--- src/rtl/trial_division_prime_test_assert.svh ---
// Assertion macros shared by the trial-division prime test RTL.
`ifndef TRIAL_DIVISION_PRIME_TEST_ASSERT_SVH
`define TRIAL_DIVISION_PRIME_TEST_ASSERT_SVH

// Same-cycle implication, sampled on clk, off during reset.
`define TDPT_ASSERT_IMP(lbl, ante, cons, msg) \
    lbl: assert property (@(posedge clk) disable iff (!rst_n) (ante) |-> (cons)) \
        else $error(msg);

// Next-cycle implication, sampled on clk, off during reset.
`define TDPT_ASSERT_NXT(lbl, ante, cons, msg) \
    lbl: assert property (@(posedge clk) disable iff (!rst_n) (ante) |=> (cons)) \
        else $error(msg);

`endif

--- src/rtl/tdpt_pkg.sv ---
// Shared constants and controller/datapath types for the trial-division prime test.
package tdpt_pkg;

    localparam int CAND_WIDTH  = 16;
    localparam int VALUE_WIDTH = 16;
    // Divisors run up to floor(sqrt(max value)) + 1.
    localparam int DIV_WIDTH   = VALUE_WIDTH / 2 + 1;
    // Running square of the divisor, one past the largest value.
    localparam int SQ_WIDTH    = VALUE_WIDTH + 2;
    localparam int CNT_WIDTH   = (VALUE_WIDTH > 1) ? $clog2(VALUE_WIDTH) : 1;

    localparam logic [DIV_WIDTH-1:0] FIRST_DIVISOR = DIV_WIDTH'(2);
    localparam logic [SQ_WIDTH-1:0]  FIRST_SQUARE  = SQ_WIDTH'(4);
    localparam logic [VALUE_WIDTH-1:0] SMALLEST_PRIME = VALUE_WIDTH'(2);

    typedef struct packed {
        logic load;       // capture candidate, restart divisor
        logic div_start;  // start remainder of value by divisor
        logic advance;    // move to next divisor
    } cmd_t;

    typedef struct packed {
        logic below_two;  // value is zero or one
        logic sq_le_v;    // divisor squared still within value
        logic div_done;   // remainder ready
        logic rem_zero;   // remainder is zero
    } status_t;

endpackage

--- src/rtl/tdpt_rem_unit.sv ---
// Bit-serial restoring remainder unit: one dividend bit per cycle.
`include "trial_division_prime_test_assert.svh"

module tdpt_rem_unit
(
    input  logic                             clk,
    input  logic                             rst_n,
    input  logic                             start,
    input  logic [tdpt_pkg::VALUE_WIDTH-1:0] dividend,
    input  logic [tdpt_pkg::DIV_WIDTH-1:0]   divisor,
    output logic                             done,
    output logic                             rem_zero
);

    logic                             busy_reg;
    logic                             done_reg;
    logic [tdpt_pkg::CNT_WIDTH-1:0]   cnt_reg;
    logic [tdpt_pkg::VALUE_WIDTH-1:0] shift_reg;
    logic [tdpt_pkg::DIV_WIDTH-1:0]   rem_reg;

    logic [tdpt_pkg::DIV_WIDTH:0]     trial;
    logic [tdpt_pkg::DIV_WIDTH:0]     div_ext;
    logic [tdpt_pkg::DIV_WIDTH-1:0]   rem_next;

    // Shift in the next dividend bit; subtract when it fits.
    always_comb
    begin
        trial   = {rem_reg, shift_reg[tdpt_pkg::VALUE_WIDTH-1]};
        div_ext = {1'b0, divisor};
        if (trial >= div_ext)
        begin
            rem_next = tdpt_pkg::DIV_WIDTH'(trial - div_ext);
        end
        else
        begin
            rem_next = tdpt_pkg::DIV_WIDTH'(trial);
        end
    end

    always_ff @(posedge clk or negedge rst_n)
    begin
        if (!rst_n)
        begin
            busy_reg <= 1'b0;
            done_reg <= 1'b0;
            cnt_reg  <= '0;
        end
        else if (start)
        begin
            busy_reg <= 1'b1;
            done_reg <= 1'b0;
            cnt_reg  <= '0;
        end
        else if (busy_reg)
        begin
            cnt_reg <= cnt_reg + tdpt_pkg::CNT_WIDTH'(1);
            if (cnt_reg == tdpt_pkg::CNT_WIDTH'(tdpt_pkg::VALUE_WIDTH - 1))
            begin
                busy_reg <= 1'b0;
                done_reg <= 1'b1;
            end
        end
        else
        begin
            done_reg <= 1'b0;
        end
    end

    always_ff @(posedge clk)
    begin
        if (start)
        begin
            shift_reg <= dividend;
            rem_reg   <= '0;
        end
        else if (busy_reg)
        begin
            shift_reg <= {shift_reg[tdpt_pkg::VALUE_WIDTH-2:0], 1'b0};
            rem_reg   <= rem_next;
        end
    end

    assign done     = done_reg;
    assign rem_zero = (rem_reg == '0);

    `TDPT_ASSERT_IMP(a_no_restart, start, !busy_reg, "remainder unit restarted while busy")
    `TDPT_ASSERT_NXT(a_start_busy, start, busy_reg && !done_reg, "remainder unit did not start")

endmodule

--- src/rtl/tdpt_datapath.sv ---
// Datapath: held value, trial divisor, its running square and the remainder unit.
module tdpt_datapath
(
    input  logic                            clk,
    input  logic                            rst_n,
    input  tdpt_pkg::cmd_t                  cmd,
    input  logic [tdpt_pkg::CAND_WIDTH-1:0] candidate,
    output tdpt_pkg::status_t               st
);

    logic [tdpt_pkg::VALUE_WIDTH-1:0] v_reg;
    logic [tdpt_pkg::DIV_WIDTH-1:0]   d_reg;
    logic [tdpt_pkg::SQ_WIDTH-1:0]    sq_reg;

    logic div_done;
    logic rem_zero;

    // (d+1)^2 = d^2 + 2d + 1
    always_ff @(posedge clk)
    begin
        if (cmd.load)
        begin
            v_reg  <= tdpt_pkg::VALUE_WIDTH'(candidate);
            d_reg  <= tdpt_pkg::FIRST_DIVISOR;
            sq_reg <= tdpt_pkg::FIRST_SQUARE;
        end
        else if (cmd.advance)
        begin
            d_reg  <= d_reg + tdpt_pkg::DIV_WIDTH'(1);
            sq_reg <= sq_reg + tdpt_pkg::SQ_WIDTH'({d_reg, 1'b1});
        end
    end

    tdpt_rem_unit u_rem
    (
        .clk      (clk),
        .rst_n    (rst_n),
        .start    (cmd.div_start),
        .dividend (v_reg),
        .divisor  (d_reg),
        .done     (div_done),
        .rem_zero (rem_zero)
    );

    assign st.below_two = (v_reg < tdpt_pkg::SMALLEST_PRIME);
    assign st.sq_le_v   = (sq_reg <= tdpt_pkg::SQ_WIDTH'(v_reg));
    assign st.div_done  = div_done;
    assign st.rem_zero  = rem_zero;

endmodule

--- config.mk ---
export PLATFORM = sky130hd
export DESIGN_NAME = tdpt_datapath
export DESIGN_NICKNAME = d
export VERILOG_FILES = /design/src/rtl/tdpt_pkg.sv /design/src/rtl/tdpt_rem_unit.sv /design/src/rtl/tdpt_datapath.sv
export VERILOG_INCLUDE_DIRS = /design/src /design/src/rtl
export SDC_FILE = /design/constraint.sdc
export NUM_CORES = 1
export LEC_CHECK = 0
export BUFFER_PORTS_ARGS = -buffer_cell sky130_fd_sc_hd__buf_2
export CAP_MARGIN = 40
export CORE_MARGIN = 1.5
export CORE_UTILIZATION = 40
export CTS_CLUSTER_DIAMETER = 30
export DETAILED_ROUTE_END_ITERATION = 12
export SYNTH_ARGS = -nofsm -noshare
export SYNTH_HDL_FRONTEND = slang
export SYNTH_SLANG_ARGS = --single-unit
--- constraint.sdc ---
create_clock -name clk -period 2.2 [get_ports clk]
set_input_delay 0.22 -clock clk [delete_from_list [all_inputs] [get_ports clk]]
set_output_delay 0.22 -clock clk [all_outputs]
set_load 0.005 [all_outputs]
# Word level (Yosys, flattened, before mapping)
# Cells that the tools add are included.
# totals
ff_bits	74
input_bits	21
out_inout_bits	4
elab_cells	30
# op_classes
addsub	4
order_cmp	3
n_eq_ne	2
muxes	11
reduce_logical	2
# ops
op	n
$mux W16	2
$add A18 B10 Y18	1
$le A18 B16 Y1	1
$lt A16 B2 Y1 const B	1
$ge A10 B9 Y1	1
$add A9 B1 Y9 const B	1
$logic_not A9 Y1	1
$mux W9	1
$sub A9 B9 Y9	1
$mux W4	2
$mux W1	6
$add A4 B1 Y4 const B	1
$eq A4 B4 Y1 const B	1
$ne A3 B3 Y1 const B	1
$reduce_bool A2 Y1	1

# Longest topological paths before layout
# depth
ltp_word	4
depth_mapped	11
mapped_depth_nobuf	10

# Hierarchy
# From an unflattened synthesis, not the netlist that was laid out.
# unflattened
cells_unflattened	451
area_unflattened_um2	4423.0
# modules_own_cells
module	instances	cells_per_inst	area_per_inst_um2	seq_area_each_um2
tdpt_datapath	1	279	2561.2	1021.0
tdpt_rem_unit	1	172	1861.8	810.8

# Worst setup path after synthesis
# OpenSTA, ideal clock, no wires.
# synth_path
path_type	register to register
start	register d_reg[0] (netlist bit)
end	register u_rem.rem_reg[0] (netlist bit)
setup_time_ns	0.117
arrival_ns	2.090
t_required_ns	2.083
path_slack_ns	-0.007
stages_incl_launch_ff	11
path_buffers	1
path_cell_list	dfxtp_1 -> ha_1 -> inv_1 -> fa_1 -> nand3_1 -> a21oi_2 -> o31a_1 -> nand2b_4 -> buf_8 -> mux2i_1 -> a22o_1
# synth_between
elab_chain_cells	2
word_cells_on_any_way	3
# synth_rtl
item	line	source
from (decl)	tdpt_datapath.sv:12	logic [tdpt_pkg::DIV_WIDTH-1:0] d_reg;
from (signal assigned)	tdpt_datapath.sv:24	d_reg <= tdpt_pkg::FIRST_DIVISOR;
from (signal assigned)	tdpt_datapath.sv:29	d_reg <= d_reg + tdpt_pkg::DIV_WIDTH'(1);
$sub A9 B9 Y9 or $ge A10 B9 Y1 (tied branches)	tdpt_rem_unit.sv:32, tdpt_rem_unit.sv:30	
$mux W9 (*)	tdpt_rem_unit.sv:30	if (trial >= div_ext)
to (signal assigned)	tdpt_rem_unit.sv:79	rem_reg <= rem_next;
to (decl)	tdpt_rem_unit.sv:19	logic [tdpt_pkg::DIV_WIDTH-1:0] rem_reg;
# Mark *: on every way between the ends. The rest lies on a longest branch, timed or not.
# A chain may end at the register's enable or synchronous reset.

==> impl_metrics.tcl <==
set metrics [dict create \
    syn_avg_cell_area_um2 10.4 \
    hold_end "v_reg[8]" \
    seq_area_um2 1840 \
    num_vias 3133 \
    fin_skew_ns 0.0118 \
    worst_slew_pin_slew_ns 0.504 \
    ioPinCount 25 \
    fin_nets 510 \
    drt-wirelength-per-cell_um 15.0 \
    setup_tns_ns -0.00623 \
    htreeDepth 3 \
    largest_register_ffs 18 \
    slew_headroom_pct 66.3 \
    first_pass_iters 4 \
    first_global_vias 3088 \
    synthesis.nets 471 \
    cts.sinks 74 \
    insertion_delay_ns 0.35 \
    hold_viol 0 \
    ant_nets 0 \
    grt.total_usage_pct 16.7 \
    die_h_um 106 \
    status "complete, but fails checks" \
    p_leak_nw 2.12 \
    start_kind "flip-flop" \
    async_reset_ff_share_pct 8.11 \
    ys_top_cells_by_area "edfxtp_1 (23%), dfxtp_1 (17%), ha_1 (11%)" \
    synth.largest_area_cell "edfxtp_1" \
    yosys_warnings 0 \
    setup-violations-final 1 \
    slew_viol_final 0 \
    r2r_end "u_rem.rem_reg[6]" \
    cts_tree "built" \
    synthesis.area_um2 4270 \
    fin_crit_ns 2.21 \
    r2r_start "u_rem.shift_reg[15]" \
    layout_common_cells "nor2_1 (35), ha_1 (33), dfxtp_1 (32), edfxtp_1 (32), inv_1 (28)" \
    place_congestion 0.783 \
    layout_commonest_cell "nor2_1" \
    stdcell_count 592 \
    dieArea_um2 11300 \
    nFillCells 979 \
    required_ns 1.98 \
    fp.coreArea_um2 10300 \
    grt_pass1_wl_mm 14.8 \
    worst_ep_arrival_time_ns 1.99 \
    placedCellCount 572 \
    synth-edff-count 32 \
    ys_seq_area_share_pct 42.9 \
    fp-row-count 37 \
    gr-total-overflow 0 \
    cap_viol_max_count 0 \
    vdd_drop_max_mv 0.412 \
    reg2regPathDepth 11 \
    fin_ws_ns -0.00623 \
    drive_above_1_share_pct 21.5 \
    antenna_cells 0 \
    fin_util_pct 47.5 \
    min_period_over_period_pct 100 \
    cts_made_buffers 9 \
    holdPathStages 1 \
    synthCells 412 \
    via_per_inst 5.29 \
    hpwl_mm 6.71 \
    start_util_pct 41.3 \
    grt_max_degree 27 \
    synth.top_cell.area_share_pct 22.5 \
    violations "setup timing" \
    clock_path_buffers 2 \
    antenna_found_initial 0 \
    critical_path.max_fanout 2 \
    ctsRootBufferMaster "clkbuf_8" \
    io_buffer_count 24 \
    drcViolationCount 0 \
    final_cell_area_um2 4900 \
    hp-start "candidate[8]" \
    multi_input_area_um2 2290 \
    yosysUniqueCellTypes 59 \
    drt-initial-drc-count 124 \
    ys_seq_elements 74 \
    power_density_nw_per_um2 877 \
    crit_start "v_reg[1]" \
    placed_area_um2 4580 \
    cp-end-kind "primary output" \
    fmax_mhz 453 \
    r2r_slack_ns 0.04 \
    wirelength_mm 8.88 \
    synth_ff_type "dfxtp_1" \
    crit_type "reg -> out" \
    hold_path_class "in -> reg" \
    rsz0062_at_grt "true" \
    chipWidth_um 106 \
    path_clk_slew_ns 0.09 \
    syn2layout_area_growth_pct 14.9 \
]
## worst max-delay path by stage
| stage | cells after the start | slack [ns] | endpoint |
|---|---|---|---|
| after floorplan | 11 | 0.06 | u_rem.rem_reg[0] |
| after global placement | 10 | 0.02 | u_rem.rem_reg[1] |
| after detailed placement | 10 | -0.03 | u_rem.rem_reg[1] |
| after CTS | 9 | -0.05 | st[2] |
| after global routing | 7 | -0.15 | st[2] |
| final | 9 | -0.006 | st[2] |
## logic make-up (layout without fill, tap and decap cells)
family	after synthesis	after routing	share of synthesized area, %
simple gates	123	123	15.2
mux	26	26	6.54
flops	74	74	42.9
buf+inv	45	89	4.75
compound gates	82	82	14.2
xor+xnor	24	24	4.93
fa+ha+maj	38	38	11.5
## routing by layer
layer / GRT usage, % / share of wire (%) / wire, µm
met3: 4.17 / 3.7 / 331
met1: 21.5 / 47 / 4150
met2: 28.1 / 48 / 4290
met4: 4.05 / 1.3 / 114
met5: 0 / 0 / 0
## power breakdown
group | leakage, nW | internal [W] | switching [W]
sequential | 0.700 | 0.00160 | 0.000140
clock | 0.113 | 0.000669 | 0.000524
combinational | 1.31 | 0.000674 | 0.000694
## critical path: stages, from the launching register on
cell      delay [ns]
edfxtp_1        0.42
inv_2           0.11
ha_4            0.20
nor2b_1         0.12
o21a_1          0.16
o21a_1          0.16
o21ai_1         0.11
a21oi_1         0.09
o21ai_1         0.14
buf_2           0.14
## synthesized netlist by cell type, types with 2 or more instances
master	n
mux2i_1	11
and4_1	2
nand4_1	9
nand4b_1	4
nor4b_1	3
clkbuf_1	6
nand3_1	9
nand2_1	26
o21ai_0	14
a211oi_1	3
nor2b_1	4
dfxtp_1	36
o22ai_1	2
o21a_1	3
mux2_2	15
ha_1	36
edfxtp_1	32
or4_1	3
nor4_1	7
dfrtp_1	6
o211ai_1	2
nor3_1	3
fa_1	2
xor2_1	11
a21o_1	10
or3_1	4
o21ai_1	3
xnor2_1	13
a21oi_1	15
buf_4	6
o31ai_1	7
o31a_1	2
o311ai_1	2
nor2_1	35
a21oi_2	3
a31oi_1	4
nand2b_1	6
inv_1	31
and3_1	2
## repair_timing
item | 4_1_cts | 5_1_grt
pin swaps | 3 | 11
hold endpoints to repair | 6 | 0
endpoints found under the setup margin | 4 | 9
setup buffers | 0 | 3
cloned | 0 | 0
resized for setup | 7 | 11
hold buffers | 1 | 0
## stage by stage
step	setup WS, ns	hold WS (ns)	power, W
after floorplan	0.0614	-0.0756	0.00281
after global placement	0.0210	0.0475	0.00303
after detailed placement	-0.0330	0.0477	0.00306
after CTS	-0.0476	0.0195	0.00428
after global routing	-0.149	0.0161	0.00455
final	-0.00623	0.0394	0.00430
## final cells by class
class	count	area share, %
multi-input combinational	293	46.7
sequential	74	37.5
timing repair buffer	42	5.26
clock buffer	12	3.63
tap	136	3.47
inverter	31	2.37
clock inverter	4	1.12
Note: power is estimated with default switching activity, not from simulation.
